File: config.mk
export PLATFORM = sky130hd
export DESIGN_NAME = lsb_first_field_bit_packer
export DESIGN_NICKNAME = d
export VERILOG_FILES = /design/src/rtl/lfbp_pkg.sv /design/src/rtl/lfbp_front.sv /design/src/rtl/lfbp_queue.sv /design/src/rtl/lfbp_back.sv /design/src/rtl/lsb_first_field_bit_packer.sv
export VERILOG_INCLUDE_DIRS = /design/src /design/src/rtl
export SDC_FILE = /design/constraint.sdc
export NUM_CORES = 1
export LEC_CHECK = 0
export BUFFER_PORTS_ARGS = -buffer_cell sky130_fd_sc_hd__buf_2
export CAP_MARGIN = 20
export CELL_PAD_IN_SITES_DETAIL_PLACEMENT = 0
export CELL_PAD_IN_SITES_GLOBAL_PLACEMENT = 2
export CORE_MARGIN = 2
export CORE_UTILIZATION = 35
export DETAILED_ROUTE_END_ITERATION = 10
export PLACE_DENSITY = 0.65
export SYNTH_ARGS = -nofsm -noshare
export SYNTH_HDL_FRONTEND = slang
export SYNTH_SLANG_ARGS = --single-unit
File: constraint.sdc
create_clock -name clk -period 7.55 [get_ports clk]
set_input_delay 1.51 -clock clk [delete_from_list [all_inputs] [get_ports clk]]
set_output_delay 1.51 -clock clk [all_outputs]
set_load 0.02 [all_outputs]
File: src/rtl/assert_macros.svh
// assertion macros used by the top-level rtl file
// no dependencies; include by bare file name
`ifndef ASSERT_MACROS_SVH
`define ASSERT_MACROS_SVH

// property must hold at every clock edge outside reset
`define ASSERT_CLK(label, prop, msg) \
  label: assert property (@(posedge clk) disable iff (!rst_n) (prop)) else $error(msg);

// condition must never be seen at a clock edge outside reset
`define ASSERT_NEVER(label, cond, msg) \
  label: assert property (@(posedge clk) disable iff (!rst_n) !(cond)) else $error(msg);

`endif

File: src/rtl/lfbp_pkg.sv
// shared types and constants for the lsb first field bit packer
// no dependencies
`default_nettype none

package lfbp_pkg;

  localparam int MAX_FIELD_BITS = 64;
  localparam int VAL_W          = 64;
  localparam int WIDTH_W        = 7;
  localparam int BYTE_W         = 8;
  localparam int HOLD_W         = BYTE_W - 1;
  localparam int SH_W           = $clog2(BYTE_W);
  localparam int ACC_W          = VAL_W + HOLD_W;
  localparam int CNT_W          = $clog2(ACC_W + 1);
  localparam int Q_DEPTH        = 2;
  localparam int Q_PTR_W        = $clog2(Q_DEPTH);
  localparam int Q_CNT_W        = $clog2(Q_DEPTH + 1);

  typedef struct packed {
    logic [VAL_W-1:0]   value;
    logic [WIDTH_W-1:0] width;
    logic               last;
  } item_t;

  typedef struct packed {
    logic full;
    logic empty;
  } q_stat_t;

  typedef struct packed {
    logic busy;
    logic pop;
  } bk_stat_t;

endpackage

`default_nettype wire

File: src/rtl/lfbp_front.sv
// front part: accepts a field word, saturates its width and masks its value
// depends on lfbp_pkg
`default_nettype none

module lfbp_front
  import lfbp_pkg::*;
(
  input  wire logic                      clk,
  input  wire logic                      rst_n,
  input  wire logic                      in_valid,
  output logic                           in_stall,
  input  wire logic signed [VAL_W-1:0]   in_field_value,
  input  wire logic        [WIDTH_W-1:0] in_field_width,
  input  wire logic                      in_last_field,
  input  wire q_stat_t                   q_stat,
  output logic                           push,
  output item_t                          push_item
);

  logic               f_vld_r, f_vld_nxt;
  item_t              f_item_r, f_item_nxt;
  logic [WIDTH_W-1:0] wsat;
  logic [VAL_W-1:0]   vmask;
  logic               in_acc;

  assign in_stall  = f_vld_r && q_stat.full;
  assign in_acc    = in_valid && !in_stall;
  assign push      = f_vld_r && !q_stat.full;
  assign push_item = f_item_r;

  always_comb begin
    wsat = (in_field_width > WIDTH_W'(MAX_FIELD_BITS)) ? WIDTH_W'(MAX_FIELD_BITS)
                                                       : in_field_width;
    if (wsat >= WIDTH_W'(VAL_W)) begin
      vmask = '1;
    end else begin
      vmask = (VAL_W'(1) << wsat) - VAL_W'(1);
    end
    f_item_nxt = f_item_r;
    f_vld_nxt  = f_vld_r;
    if (push) begin
      f_vld_nxt = 1'b0;
    end
    if (in_acc) begin
      f_vld_nxt        = 1'b1;
      f_item_nxt.value = VAL_W'(in_field_value) & vmask;
      f_item_nxt.width = wsat;
      f_item_nxt.last  = in_last_field;
    end
  end

  always_ff @(posedge clk) begin
    if (!rst_n) begin
      f_vld_r <= 1'b0;
    end else begin
      f_vld_r <= f_vld_nxt;
    end
    f_item_r <= f_item_nxt;
  end

endmodule

`default_nettype wire

File: src/rtl/lfbp_queue.sv
// short queue of masked field words between front and back
// depends on lfbp_pkg
`default_nettype none

module lfbp_queue
  import lfbp_pkg::*;
(
  input  wire logic  clk,
  input  wire logic  rst_n,
  input  wire logic  push,
  input  wire item_t push_item,
  input  wire logic  pop,
  output item_t      pop_item,
  output q_stat_t    q_stat
);

  item_t              mem_r [Q_DEPTH];
  logic [Q_PTR_W-1:0] wr_ptr_r, wr_ptr_nxt;
  logic [Q_PTR_W-1:0] rd_ptr_r, rd_ptr_nxt;
  logic [Q_CNT_W-1:0] cnt_r, cnt_nxt;

  assign q_stat.full  = (cnt_r == Q_CNT_W'(Q_DEPTH));
  assign q_stat.empty = (cnt_r == '0);
  assign pop_item     = mem_r[rd_ptr_r];

  always_comb begin
    wr_ptr_nxt = wr_ptr_r;
    rd_ptr_nxt = rd_ptr_r;
    cnt_nxt    = cnt_r;
    if (push) begin
      wr_ptr_nxt = (wr_ptr_r == Q_PTR_W'(Q_DEPTH - 1)) ? '0 : wr_ptr_r + Q_PTR_W'(1);
    end
    if (pop) begin
      rd_ptr_nxt = (rd_ptr_r == Q_PTR_W'(Q_DEPTH - 1)) ? '0 : rd_ptr_r + Q_PTR_W'(1);
    end
    case ({push, pop})
      2'b10:   cnt_nxt = cnt_r + Q_CNT_W'(1);
      2'b01:   cnt_nxt = cnt_r - Q_CNT_W'(1);
      default: cnt_nxt = cnt_r;
    endcase
  end

  always_ff @(posedge clk) begin
    if (!rst_n) begin
      wr_ptr_r <= '0;
      rd_ptr_r <= '0;
      cnt_r    <= '0;
    end else begin
      wr_ptr_r <= wr_ptr_nxt;
      rd_ptr_r <= rd_ptr_nxt;
      cnt_r    <= cnt_nxt;
    end
  end

  always_ff @(posedge clk) begin
    if (push) begin
      mem_r[wr_ptr_r] <= push_item;
    end
  end

endmodule

`default_nettype wire

File: src/rtl/lfbp_back.sv
// back part: merges held bits with a field and emits bytes through an output register
// depends on lfbp_pkg
`default_nettype none

module lfbp_back
  import lfbp_pkg::*;
(
  input  wire logic        clk,
  input  wire logic        rst_n,
  input  wire q_stat_t     q_stat,
  input  wire item_t       pop_item,
  output bk_stat_t         bk_stat,
  output logic             out_valid,
  input  wire logic        out_stall,
  output logic [BYTE_W-1:0] out_byte,
  output logic             out_last_byte
);

  logic [ACC_W-1:0]  acc_r, acc_nxt;
  logic [CNT_W-1:0]  cnt_r, cnt_nxt;
  logic              last_r, last_nxt;
  logic              busy_r, busy_nxt;
  logic              ov_r, ov_nxt;
  logic [BYTE_W-1:0] ob_r, ob_nxt;
  logic              ol_r, ol_nxt;
  logic              pop;
  logic              out_ok;
  logic [CNT_W-1:0]  total;
  logic [CNT_W-1:0]  rem;

  assign pop           = !busy_r && !q_stat.empty;
  assign out_ok        = !ov_r || !out_stall;
  assign bk_stat.busy  = busy_r;
  assign bk_stat.pop   = pop;
  assign out_valid     = ov_r;
  assign out_byte      = ob_r;
  assign out_last_byte = ol_r;

  always_comb begin
    acc_nxt  = acc_r;
    cnt_nxt  = cnt_r;
    last_nxt = last_r;
    busy_nxt = busy_r;
    ov_nxt   = ov_r;
    ob_nxt   = ob_r;
    ol_nxt   = ol_r;
    total    = cnt_r + CNT_W'(pop_item.width);
    rem      = cnt_r - CNT_W'(BYTE_W);
    if (ov_r && !out_stall) begin
      ov_nxt = 1'b0;
    end
    if (pop) begin
      acc_nxt  = ACC_W'(acc_r[HOLD_W-1:0]) | (ACC_W'(pop_item.value) << cnt_r[SH_W-1:0]);
      cnt_nxt  = total;
      last_nxt = pop_item.last;
      busy_nxt = (total >= CNT_W'(BYTE_W)) || (pop_item.last && (total != '0));
    end else if (busy_r && out_ok) begin
      ov_nxt = 1'b1;
      ob_nxt = acc_r[BYTE_W-1:0];
      if (last_r && (cnt_r <= CNT_W'(BYTE_W))) begin
        // final word of the message, held state clears
        ol_nxt   = 1'b1;
        acc_nxt  = '0;
        cnt_nxt  = '0;
        busy_nxt = 1'b0;
      end else begin
        ol_nxt   = 1'b0;
        acc_nxt  = acc_r >> BYTE_W;
        cnt_nxt  = rem;
        busy_nxt = (rem >= CNT_W'(BYTE_W)) || (last_r && (rem != '0));
      end
    end
  end

  always_ff @(posedge clk) begin
    if (!rst_n) begin
      acc_r  <= '0;
      cnt_r  <= '0;
      last_r <= 1'b0;
      busy_r <= 1'b0;
      ov_r   <= 1'b0;
    end else begin
      acc_r  <= acc_nxt;
      cnt_r  <= cnt_nxt;
      last_r <= last_nxt;
      busy_r <= busy_nxt;
      ov_r   <= ov_nxt;
    end
    ob_r <= ob_nxt;
    ol_r <= ol_nxt;
  end

endmodule

`default_nettype wire

File: src/rtl/lsb_first_field_bit_packer.sv
// path: an accepted field word passes the front register, the queue and the back accumulator
//   before its first byte is loaded into the byte-wide output register
// throughput: one field word per cycle into the queue while it is not full; one byte per cycle
//   out while busy and out_stall is low; the back part pops a new word only once all bytes are out
// reset: rst_n synchronous, active low; clears valid flags, queue pointers and held bits
// top level: front, queue and back; depends on lfbp_pkg and assert_macros.svh
`default_nettype none
`include "assert_macros.svh"

module lsb_first_field_bit_packer
  import lfbp_pkg::*;
(
  input  wire logic                      clk,
  input  wire logic                      rst_n,
  input  wire logic                      in_valid,
  output logic                           in_stall,
  input  wire logic signed [VAL_W-1:0]   in_field_value,
  input  wire logic        [WIDTH_W-1:0] in_field_width,
  input  wire logic                      in_last_field,
  output logic                           out_valid,
  input  wire logic                      out_stall,
  output logic             [BYTE_W-1:0]  out_byte,
  output logic                           out_last_byte
);

  q_stat_t  q_stat;
  bk_stat_t bk_stat;
  logic     push;
  item_t    push_item;
  item_t    pop_item;

  lfbp_front u_front (
    .clk            (clk),
    .rst_n          (rst_n),
    .in_valid       (in_valid),
    .in_stall       (in_stall),
    .in_field_value (in_field_value),
    .in_field_width (in_field_width),
    .in_last_field  (in_last_field),
    .q_stat         (q_stat),
    .push           (push),
    .push_item      (push_item)
  );

  lfbp_queue u_queue (
    .clk       (clk),
    .rst_n     (rst_n),
    .push      (push),
    .push_item (push_item),
    .pop       (bk_stat.pop),
    .pop_item  (pop_item),
    .q_stat    (q_stat)
  );

  lfbp_back u_back (
    .clk           (clk),
    .rst_n         (rst_n),
    .q_stat        (q_stat),
    .pop_item      (pop_item),
    .bk_stat       (bk_stat),
    .out_valid     (out_valid),
    .out_stall     (out_stall),
    .out_byte      (out_byte),
    .out_last_byte (out_last_byte)
  );

  `ASSERT_NEVER(a_q_full_and_empty, q_stat.full && q_stat.empty, "queue full and empty")
  `ASSERT_NEVER(a_push_when_full, push && q_stat.full, "push into full queue")
  `ASSERT_CLK(a_out_from_busy, $rose(out_valid) |-> $past(bk_stat.busy), "word without work")

endmodule

`default_nettype wire

After elaboration in Yosys (flattened, before gate mapping)
Memories as Yosys holds them, arrays and structs flattened. A register that Yosys moved wholly into a read port is not among the register bits.
Cells that the tools add are included.
{"block": "word_totals", "regBits": 167, "latch_bits": 0, "ramBits": 144, "rom_bits": 0, "in_bits": 76, "output_inout_bits": 11, "word_cells": 84, "memories": 1}
{"block": "op_classes", "add_sub_neg": 7, "mul": 0, "n_div": 0, "n_lt_le_gt_ge": 5, "n_eq_ne": 3, "shifts": 2, "n_mux": 24, "bitwise": 3, "reduce_logical": 25}
{"name": "u_queue.mem_r", "depth": 2, "word_bits": 72, "rd": 1, "rd_ports_with_merged_regs": 1, "wr": 1, "line": "lfbp_queue.sv:17", "rtl": "item_t mem_r [Q_DEPTH];"}
{"cell": "$mux W71", "n": 2}
{"cell": "$or A7 B71 Y71", "n": 1}
{"cell": "$shl A64 B3 Y71", "n": 1}
{"cell": "$and A64 B64 Y64", "n": 1}
{"cell": "$mux W64", "n": 1}
{"cell": "$shl A1 B7 Y64 const A", "n": 1}
{"cell": "$sub A64 B2 Y64 const B", "n": 1}
{"cell": "$mux W63", "n": 1}
{"cell": "$mux W7", "n": 4}
{"cell": "$mux W1", "n": 15}
{"cell": "$ge A7 B4 Y1 const B", "n": 2}
{"cell": "$reduce_bool A7 Y1", "n": 2}
{"cell": "$logic_and A1 B1 Y1", "n": 9}
{"cell": "$add A7 B7 Y7", "n": 1}
{"cell": "$ge A7 B7 Y1 const B", "n": 1}
{"cell": "$gt A7 B7 Y1 const B", "n": 1}
{"cell": "$le A7 B4 Y1 const B", "n": 1}
{"cell": "$sub A7 B4 Y7 const B", "n": 1}
{"cell": "$logic_not A1 Y1", "n": 6}
{"cell": "$reduce_bool A2 Y1", "n": 3}
{"cell": "$eq A2 B2 Y1 const B", "n": 2}
{"cell": "$pmux W2 S2", "n": 1}
{"cell": "$logic_or A1 B1 Y1", "n": 3}
{"cell": "$add A1 B1 Y1 const B", "n": 2}
{"cell": "6 further kinds", "n": 6}

Longest topological paths before layout
Gate-level depths: netlist (run 1).
{"block": "depth", "word_depth": 7, "ltp_mapped": 12, "mapped_depth_nobuf": 8}

By module
Synthesis (run 1) repeated with hierarchy kept, for this count alone.
{"block": "hier_totals", "hier_cells": 1390, "hier_area_um2": 15999.1}
{"module": "lfbp_back", "n_inst": 1, "cells_per_inst": 700, "area_per_inst_um2": 6226.0, "seq_area_each_um2": 1891.8}
{"module": "lfbp_queue", "n_inst": 1, "cells_per_inst": 246, "area_per_inst_um2": 5391.4, "seq_area_each_um2": 4424.2}
{"module": "lfbp_front", "n_inst": 1, "cells_per_inst": 444, "area_per_inst_um2": 4381.7, "seq_area_each_um2": 2182.1}

Least setup slack after synthesis (run 1)
No wires, ideal clock.
{"block": "synth_path", "path_kind": "input port to flip-flop", "start": "in in_valid", "end": "reg u_front.f_item_r, in the netlist u_front.push_item[0], enable pin", "setup_ns": 0.510, "arrival_time_ns": 4.666, "required_ns": 7.040, "path_slack_ns": 2.374, "cell_stages": 1, "path_cell_list": "nor2b_1"}
{"block": "synth_between", "elab_chain_len": 1}
{"element": "start, declared", "line": "lsb_first_field_bit_packer.sv:15", "rtl": "input wire logic in_valid,"}
{"element": "$logic_and A1 B1 Y1", "line": "lfbp_front.sv:27", "rtl": "assign in_acc = in_valid && !in_stall;"}
{"element": "end signal, assigned", "line": "lfbp_front.sv:58", "rtl": "f_item_r <= f_item_nxt;"}
{"element": "end, declared", "line": "lfbp_front.sv:21", "rtl": "item_t f_item_r, f_item_nxt;"}
Every way passes these cells.
A chain may end at the register's enable or synchronous reset.

Worst setup path after layout (run 1)
{"block": "layout_path", "start": "in in_field_width[6]", "end": "reg u_front.f_item_r, in the netlist u_front.push_item[70] (data pin)"}
{"block": "layout_between", "elab_chain_len": 6, "word_cells_on_any_way": 7, "cone_classes": "add/sub: 1; order compare: 2; shift: 1; mux: 2; bitwise: 1"}
{"element": "start, declared", "line": "lsb_first_field_bit_packer.sv:18", "rtl": "input wire logic [WIDTH_W-1:0] in_field_width,"}
{"element": "$gt A7 B7 Y1", "line": "lfbp_front.sv:32", "rtl": "wsat = (in_field_width > WIDTH_W'(MAX_FIELD_BITS)) ? WIDTH_W'(MAX_FIELD_BITS)"}
{"element": "$mux W7 (*)", "line": "lfbp_front.sv:32"}
{"element": "$shl A1 B7 Y64", "line": "lfbp_front.sv:37", "rtl": "vmask = (VAL_W'(1) << wsat) - VAL_W'(1);"}
{"element": "$sub A64 B2 Y64", "line": "lfbp_front.sv:37"}
{"element": "$mux W64 (*)", "line": "lfbp_front.sv:34", "rtl": "if (wsat >= WIDTH_W'(VAL_W)) begin"}
{"element": "$and A64 B64 Y64 (*)", "line": "lfbp_front.sv:46", "rtl": "f_item_nxt.value = VAL_W'(in_field_value) & vmask;"}
Mark *: on every way between the ends. The rest lies on a longest branch, timed or not.

==> run_results.csv, run 1 <==
group,metric,value,unit
logic_synthesis,synth_nets,1394,
logic_synthesis,yosys-top-cells-area,"edfxtp_1, dfxtp_1, mux2i_1",
logic_synthesis,synth_area,0.0153,sq mm
power_and_ir_drop,leakage,5.92,nW
worst_setup_path,path_class,"primary input to flip-flop",
cells_and_area,final_cell_mix,"edfxtp_1, a21oi_1, mux2i_1",
route,wl,45600,um
sta,rsz0062_at_grt,"no",
clock_tree,clk_pin_slew,60,ps
sta,timing.final.crit_share,54.4,%
sta,worst_pin_slew,1080,ps
worst_setup_path,critPathMaxFanout,42,
sta,period_needed,4110,ps
global_route,grt_pass1_wl,68800,um
route,drt-pass1-iter-count,5,
worst_setup_path,endpoint_kind,"flip-flop",
placement,placed_cells,1893,
clock_tree,cts.sinks,312,
flow_run,cap_viol_max_count,0,
logic_synthesis,synth_cells,1307,
placement,hpwl,30900,um
floorplan,initial_core_util,35.5,%
power_and_ir_drop,total_power,6.88,mW
logic_synthesis,synth_edf_count,225,
logic_synthesis,ys_types,88,
logic_synthesis,yosysSeqAreaShare,55.5,%
floorplan,die_height,213,um
logic_synthesis,ys_async_sr_fraction,0,%
worst_setup_path,worst_ep_arrival_time,4470,ps
sta,setup_viol,0,
route,via_per_inst,5.47,
logic_synthesis,yosys_register_bits,312,
floorplan,coreArea,0.0431,sq mm
logic_synthesis,synth_top_flop_cell,"edfxtp_1",
clock_tree,cts_resized,0,
worst_setup_path,cp.required,7910,ps
route,route.detailed.wl_per_inst,23.3,um
sta,fin_setup_tns,0,ps
cells_and_area,layout_commonest_cell,"edfxtp_1",
logic_synthesis,synth.top_cell.area_share,44.2,%
clock_tree,cts-root-buf,"clkbuf_16",
logic_synthesis,netlist.top_cell.by_area,"edfxtp_1",
route,drc,0,
cells_and_area,layout-drive-gt1-share,19.5,%
clock_tree,cts_setup_buffers,0,
floorplan,pin_count,87,
cells_and_area,final_util,40.2,%
clock_tree,clock_latency,550,ps
worst_hold_path,min_path_type,"flip-flop to flip-flop",
route,ant_nets,0,
clock_tree,ctsHoldBuffers,0,
floorplan,die-area,0.0454,sq mm
sta,report.final.slew_viol_count,0,
power_and_ir_drop,pwr_density_cell,397,mW/mm^2
global_route,antenna_found_initial,1,
logic_synthesis,syn_avg_cell_area,11.7,sq um
sta,finalHoldViolCount,0,
floorplan,die_w,213,um
power_and_ir_drop,vdd_drop_max,0.000215,V
global_route,grt_max_degree,73,
cells_and_area,areaGrowthSynthToFinish,13.2,%
clock_tree,htreeDepth,2,
clock_tree,numCtsBuffers,36,
cells_and_area,instances_no_fill,1958,
floorplan,num_rows,76,
route,num_vias,10700,
placement,io_buffers,86,
clock_tree,cts_buffer_depth,3,
cells_and_area,fillCellCount,4169,
route,drt_iter0_drc,716,
worst_setup_path,critPathLaunchType,"primary input",
run_status,run_status,"complete, no violations",
global_route,grt_overflow,0,
sta,hold_slack,429,ps
sta,relSlewSlack,28.2,%
sta,fin_skew,31.6,ps
placement,routabilityCongestion,0.865,
sta,fmax,243,MHz
logic_synthesis,yosysWarnings,0,
global_route,grt_pass1_vias,10700,
cells_and_area,final_nets,1433,
clock_tree,cts_tree,"built",
global_route,grt_usage,20.4,%
## routing by layer
| metal | routed length, um | GRT usage [%] | up-vias |
|---|---|---|---|
| met3 | 1650 | 2.59 | 58 |
| li1 | - | - | 5081 |
| met5 | 0 | 0 | - |
| met2 | 21100 | 32.3 | 270 |
| met4 | 1240 | 7.28 | 0 |
| met1 | 21600 | 28.7 | 5310 |
## Yosys cell counts, types with 20 or more instances
cell	count
a21oi_1	141
nor3_1	26
a22oi_1	63
mux2i_1	104
edfxtp_1	225
mux2_2	63
dfxtp_1	87
o21ai_0	90
clkbuf_1	57
nor2_1	55
nand2_1	64
buf_2	20
## area by class of cell
| type | instances | area (sq um) | area share [%] |
|---|---|---|---|
| antenna | 1 | 2.50 | 0.0144 |
| clock buffer | 44 | 962 | 5.55 |
| clock inverter | 20 | 204 | 1.18 |
| inverter | 23 | 86.3 | 0.498 |
| multi-input combinational | 872 | 6280 | 36.3 |
| sequential | 312 | 8510 | 49.1 |
| tap | 585 | 732 | 4.23 |
| timing repair buffer | 101 | 543 | 3.13 |
## sequential cells by signal, summed over array words and instances (netlist names), named ones only
| name | count |
|---|---|
| u_back.busy_r | 1 |
| u_back.acc_r | 71 |
| u_queue.mem_r | 144 |
| u_queue.cnt_r | 2 |
| u_back.cnt_r | 7 |
| u_front.f_vld_r | 1 |
| u_back.last_r | 1 |
| u_queue.wr_ptr_r | 1 |
| u_queue.rd_ptr_r | 1 |
| u_back.out_last_byte | 1 |
| u_front.push_item | 72 |
| u_back.out_valid | 1 |
| u_back.out_byte | 8 |
## critical path: stages
cell	delay, ps
buf_2	680
or2_1	310
nor2_1	100
nand3_1	130
ha_1	400
buf_4	250
o31ai_1	110
nor3_2	490
nand4b_1	190
a221oi_2	260
## per-stage QoR
stage	setup WS [ps]	area (sq um)
after CTS	3540	17300
after floorplan	2370	15300
after global placement	2940	16200
after detailed placement	2950	16200
after global routing	3250	17300
final	3440	17300
## cell families (layout without fill, tap and decap cells)
logic type	after synthesis	count (layout)	synth area share (%)
AOI/OAI and AO/OA	416	416	17.0
xor gates and xnor gates	21	21	1.20
adders and majority gates	11	11	0.949
buffers and inverters	123	188	3.65
DFF	312	312	55.5
muxes	180	180	13.2
other	0	1	0
and+or+nand+nor	244	244	8.41
## report_power, final
group | switching, mW | internal [mW]
registers | 0.275 | 2.22
logic | 1.68 | 0.964
clock network | 0.718 | 1.02
## path summary, 6_finish.rpt
check,startpoint,end,slack [ps],cells after the start
worst max-delay path,in_field_width[6],u_front.push_item[70],3440,10
worst min-delay path,u_front.push_item[16],u_queue.mem_r[1][16],430,0
worst max register to register,flip-flop,u_back.busy_r,4250,8
worst min register to register,u_front.push_item[16],u_queue.mem_r[1][16],430,0
No activity file was read; power rests on OpenSTA's default activity.
==> run 2, diff against run 1 <==
- PLACE_DENSITY: 0.65 -> 0.68
- clock period: 7.55 -> 3.7 ns (I/O delays scaled with it)
==> run_results.csv, run 2 (synthesized netlist as in run 1, its figures left out) <==
group,metric,value,unit
sta,fin_ws,766,ps
worst_hold_path,hold_end,"u_front.push_item[0]",
sta,relSlewSlack,41.2,%
sta,report.final.slew_viol_count,0,
worst_setup_path,cp_cell_sequence,"mux2_2 -> ha_1 -> fa_1 -> a211oi_1 -> o21bai_1 -> a2111o_1 -> o21a_1 -> a31oi_1",
route,drt-pass1-iter-count,5,
route,ant_nets,0,
cells_and_area,largest_register_ffs,144,
power_and_ir_drop,p_int,8.74,mW
floorplan,die_height,213,um
clock_tree,cts.sinks,312,
cells_and_area,areaGrowthSynthToFinish,14.8,%
worst_setup_path,worst_ep_arrival_time,3400,ps
worst_hold_path,worstHoldStart,"in_last_field",
worst_setup_path,path_class,"flip-flop to flip-flop",
run_status,run_status,"complete, no violations",
sta,timing.final.crit_share,79.3,%
route,num_vias,10900,
sta,worst_pin_slew,877,ps
placement,place_area,0.0164,sq mm
floorplan,num_rows,76,
cells_and_area,layout-drive-gt1-share,20.3,%
sta,rsz0062_at_grt,"no",
worst_setup_path,endpoint_kind,"flip-flop",
placement,routabilityCongestion,0.907,
route,wl_met1,21700,um
global_route,grt_pass1_wl,68900,um
worst_hold_path,min_path_type,"primary input to flip-flop",
clock_tree,cts_resized,0,
cells_and_area,largest-register,"u_queue.mem_r",
floorplan,die_w,213,um
cells_and_area,seqCellArea,0.00851,sq mm
power_and_ir_drop,switching_share,38.4,%
placement,io_buffers,86,
worst_setup_path,cp_slowest_cell,"dfxtp_4",
floorplan,coreArea,0.0431,sq mm
flow_run,cap_viol_max_count,0,
cells_and_area,instances_no_fill,1978,
power_and_ir_drop,vdd_drop_max,0.000711,V
route,wl,45800,um
sta,period_needed,2930,ps
route,via_per_inst,5.49,
cells_and_area,stdcell_area,0.0176,sq mm
route,drc,0,
placement,placed_cells,1912,
sta,hold_slack,401,ps
worst_setup_path,critical_path.top_delay_family,"compound AO/OA/AOI/OAI gates",
cells_and_area,final_cell_mix,"edfxtp_1, a21oi_1, mux2i_1",
cells_and_area,diodes,0,
cells_and_area,fillCellCount,4128,
placement,hpwl,32000,um
power_and_ir_drop,p_sw,5.45,mW
power_and_ir_drop,clkPwrFrac,25.1,%
route,route.detailed.wl_per_inst,23.2,um
power_and_ir_drop,leakage,6.06,nW
floorplan,die-area,0.0454,sq mm
global_route,antenna_found_initial,0,
clock_tree,clk_pin_slew,60,ps
clock_tree,cts-root-buf,"clkbuf_16",
power_and_ir_drop,pwr-share-seq,36.0,%
route,drt_iter0_drc,772,
sta,fin_skew,17.0,ps
worst_setup_path,cp.required,4170,ps
clock_tree,numCtsBuffers,37,
global_route,grt_max_degree,73,
cells_and_area,final_nets,1453,
worst_setup_path,max_stage_delay,600,ps
global_route,grt_pass1_vias,10900,
placement,dp_slack,610,ps
worst_setup_path,critPathMaxFanout,21,
worst_setup_path,r2r-end,"u_back.busy_r",
sta,fmax,341,MHz
global_route,grt_overflow,0,
clock_tree,cts_buffer_depth,3,
clock_tree,cts_setup_buffers,0,
floorplan,pin_count,87,
cells_and_area,layout_commonest_cell,"edfxtp_1",
route,highest_layer,"met4",
route,wl_met3,1800,um
power_and_ir_drop,pwr_density_cell,807,mW/mm^2
route,route.met2.wl,21200,um
worst_setup_path,critPathBufInv,0,
clock_tree,ctsHoldBuffers,0,
clock_tree,cts_tree,"built",
clock_tree,clock_latency,540,ps
worst_hold_path,holdPathStages,1,
worst_setup_path,critPathLaunchType,"flip-flop",
floorplan,initial_core_util,35.5,%
sta,fin_setup_tns,0,ps
worst_setup_path,r2r_cells,8,
sta,finalHoldViolCount,0,
power_and_ir_drop,power_frac_comb,38.9,%
worst_setup_path,reg2reg_slack,770,ps
sta,setup_viol,0,
cells_and_area,multi_input_area,0.00628,sq mm
global_route,grt_usage,20.4,%
clock_tree,htreeDepth,2,
run 2: cell types whose count changed in the layout (fill, tap and decap cells not counted), sizes merged:
cell	delta
inv	-2
buf	+19
clkinv	+4
clkinvlp	-4
clkbuf	+4
diode	-1
run 2: power groups by stage:
| stage | registers, mW | clock network, mW | logic (mW) |
|---|---|---|---|
| 4_1_cts | 5.11 | 3.64 | 5.56 |
| 3_5_place_dp | 5.17 | 0 | 5.52 |
| 6_report | 5.10 | 3.56 | 5.52 |
| 2_1_floorplan | 4.84 | 0 | 4.12 |
| 3_3_place_gp | 5.16 | 0 | 5.54 |
| 5_1_grt | 5.18 | 3.78 | 6.11 |
run 2: how the worst max path moves through the flow:
stage	start	endpoint	slack, ps	cells after the start
global placement	in_field_width[6]	u_front.push_item[49]	580	7
CTS	flip-flop	u_back.busy_r	750	8
floorplan	in_valid	u_front.push_item[0]	640	1
global route	flip-flop	u_back.busy_r	590	8
finish	flip-flop	u_back.busy_r	770	8
detailed placement	in_field_width[6]	u_front.push_item[54]	610	7
run 2: per-layer routing:
layer / GRT usage, % / vias to the layer above
li1: - / 5136
met1: 28.6 / 5402
met2: 32.6 / 262
met3: 2.94 / 52
met4: 6.51 / 0
met5: 0 / -
run 2: final cells by class:
cell class	instances	area share [%]
clock buffers	48	5.74
clock inverters	18	1.03
inverters	23	0.491
multi-input cells	872	35.8
flip-flops and latches	312	48.4
well taps	585	4.17
repair buffers	120	4.40
run 2: per-stage QoR:
step / power [mW] / utilization, %
2_1_floorplan: 8.96 / -
5_1_grt: 15.1 / 40.8
3_3_place_gp: 10.7 / 38.0
3_5_place_dp: 10.7 / 38.0
6_report: 14.2 / 40.8
4_1_cts: 14.3 / 40.8
==> run 3, diff against run 2 <==
- PLACE_DENSITY: 0.68 -> 0.65
- clock period: 3.7 -> 2.8 ns (I/O delays scaled with it)
==> run_results.csv, run 3 (synthesized netlist as in run 1, its figures left out) <==
group,metric,value,unit
clock_tree,ctsHoldBuffers,0,
clock_tree,htreeDepth,2,
worst_setup_path,endpoint_kind,"flip-flop",
sta,period_needed,2560,ps
sta,timing.final.crit_share,91.5,%
worst_setup_path,cp.required,3250,ps
cells_and_area,layout_commonest_cell,"edfxtp_1",
cells_and_area,final_cell_mix,"edfxtp_1, a21oi_1, mux2i_1",
route,drc,0,
floorplan,die-area,0.0454,sq mm
clock_tree,clk_pin_slew,60,ps
worst_setup_path,worst_ep_arrival_time,3010,ps
worst_hold_path,min_path_type,"primary input to flip-flop",
clock_tree,cts-root-buf,"clkbuf_16",
cells_and_area,areaGrowthSynthToFinish,17.2,%
floorplan,initial_core_util,35.5,%
floorplan,pin_count,87,
worst_hold_path,holdPathStages,1,
run_status,run_status,"complete, no violations",
floorplan,num_rows,76,
worst_setup_path,critPathMaxFanout,8,
route,route.detailed.wl_per_inst,23.1,um
global_route,grt_usage,20.9,%
worst_hold_path,hold_end,"u_front.push_item[0]",
placement,io_buffers,86,
clock_tree,cts_buffer_depth,3,
worst_setup_path,critPathLaunchType,"flip-flop",
sta,rsz0062_at_grt,"no",
floorplan,die_height,213,um
global_route,antenna_found_initial,0,
cells_and_area,final_nets,1492,
global_route,grt_pass1_vias,11300,
worst_setup_path,path_class,"flip-flop to flip-flop",
route,num_vias,11000,
power_and_ir_drop,leakage,6.27,nW
worst_setup_path,reg2reg_slack,240,ps
clock_tree,cts_setup_buffers,0,
sta,setup_viol,0,
sta,fin_skew,13.8,ps
route,wl,46600,um
worst_setup_path,r2r-end,"u_back.busy_r",
cells_and_area,layout-drive-gt1-share,22.4,%
flow_run,cap_viol_max_count,0,
cells_and_area,diodes,0,
global_route,grt_max_degree,64,
cells_and_area,largest-register,"u_queue.mem_r",
clock_tree,cts.sinks,312,
sta,fin_setup_tns,0,ps
placement,routabilityCongestion,0.866,
placement,hpwl,33400,um
sta,worst_pin_slew,839,ps
global_route,grt_overflow,0,
sta,report.final.slew_viol_count,0,
route,via_per_inst,5.45,
sta,fmax,390,MHz
global_route,grt_pass1_wl,71200,um
floorplan,die_w,213,um
clock_tree,cts_tree,"built",
sta,finalHoldViolCount,0,
power_and_ir_drop,pwr_density_cell,1050,mW/mm^2
route,drt-pass1-iter-count,5,
worst_hold_path,worstHoldStart,"in_last_field",
clock_tree,numCtsBuffers,36,
power_and_ir_drop,vdd_drop_max,0.000808,V
route,ant_nets,0,
cells_and_area,largest_register_ffs,144,
route,drt_iter0_drc,821,
sta,hold_slack,219,ps
floorplan,coreArea,0.0431,sq mm
sta,relSlewSlack,44.0,%
worst_setup_path,r2r_cells,8,
clock_tree,clock_latency,520,ps
run 3: changes by cell type in the layout (fill, tap and decap cells not counted):
| cell | delta |
|---|---|
| clkinv_8 | -1 |
| buf_12 | +8 |
| a211oi_1 | -1 |
| inv_6 | -1 |
| a211oi_2 | +1 |
| clkinv_2 | -2 |
| clkbuf_16 | -1 |
| buf_4 | +32 |
| clkinvlp_4 | +1 |
| clkbuf_1 | +1 |
run 3: critical path: stages (launching register included):
cell and delay (ps):
dfxtp_4 400, mux2_2 350, ha_1 200, fa_1 420
a211oi_2 280, o21bai_1 140, a2111o_1 410, o21a_1 130
a31oi_1 160
run 3: how the worst max path moves through the flow:
stage	start	to	slack, ps	cells after the start
floorplan	flip-flop	u_back.busy_r	4	10
global placement	flip-flop	u_back.busy_r	170	8
CTS	flip-flop	u_back.busy_r	130	8
global route	flip-flop	u_back.busy_r	60	8
finish	flip-flop	u_back.busy_r	240	8
detailed placement	flip-flop	u_back.busy_r	160	8
run 3: layer usage:
layer | wire [um] | vias up | track usage [%]
met3 | 1630 | 54 | 2.40
met2 | 21500 | 244 | 33.5
met5 | 0 | - | 0
li1 | - | 5211 | -
met4 | 1200 | 0 | 6.22
met1 | 22200 | 5482 | 29.8
run 3: area by class of cell:
class	instances	area [sq um]
fillers	4137	25100
flip-flops and latches	312	8510
multi-input cells	872	6290
repair buffers	160	1170
clock buffers	48	987
well taps	585	732
clock inverters	15	153
inverters	23	86.3
run 3: what timing repair did:
| item | CTS | global route |
|---|---|---|
| hold endpoints to repair | 0 | 0 |
| endpoints found under the setup margin | 0 | 2 |
| gates resized for setup | 0 | 1 |
run 3: report_power, final:
group          switching [mW]  internal, mW  total, mW
Combinational            4.73          2.96       7.69
Clock                    1.83          2.75       4.58
Sequential              0.607          5.99       6.59
run 3: stage by stage:
| step | cells | power (mW) | cell area, sq um | utilization, % | setup slack, ps |
|---|---|---|---|---|---|
| 6_report | 2015 | 18.9 | 17900 | 41.6 | 238 |
| 5_1_grt | 2015 | 20.1 | 17900 | 41.6 | 57.4 |
| 4_1_cts | 2015 | 19.1 | 17900 | 41.6 | 126 |
| 3_5_place_dp | 1952 | 14.4 | 16800 | 39.0 | 162 |
| 3_3_place_gp | 1952 | 14.4 | 16800 | 39.0 | 168 |
| 2_1_floorplan | 1307 | 11.8 | 15300 | - | 4.19 |
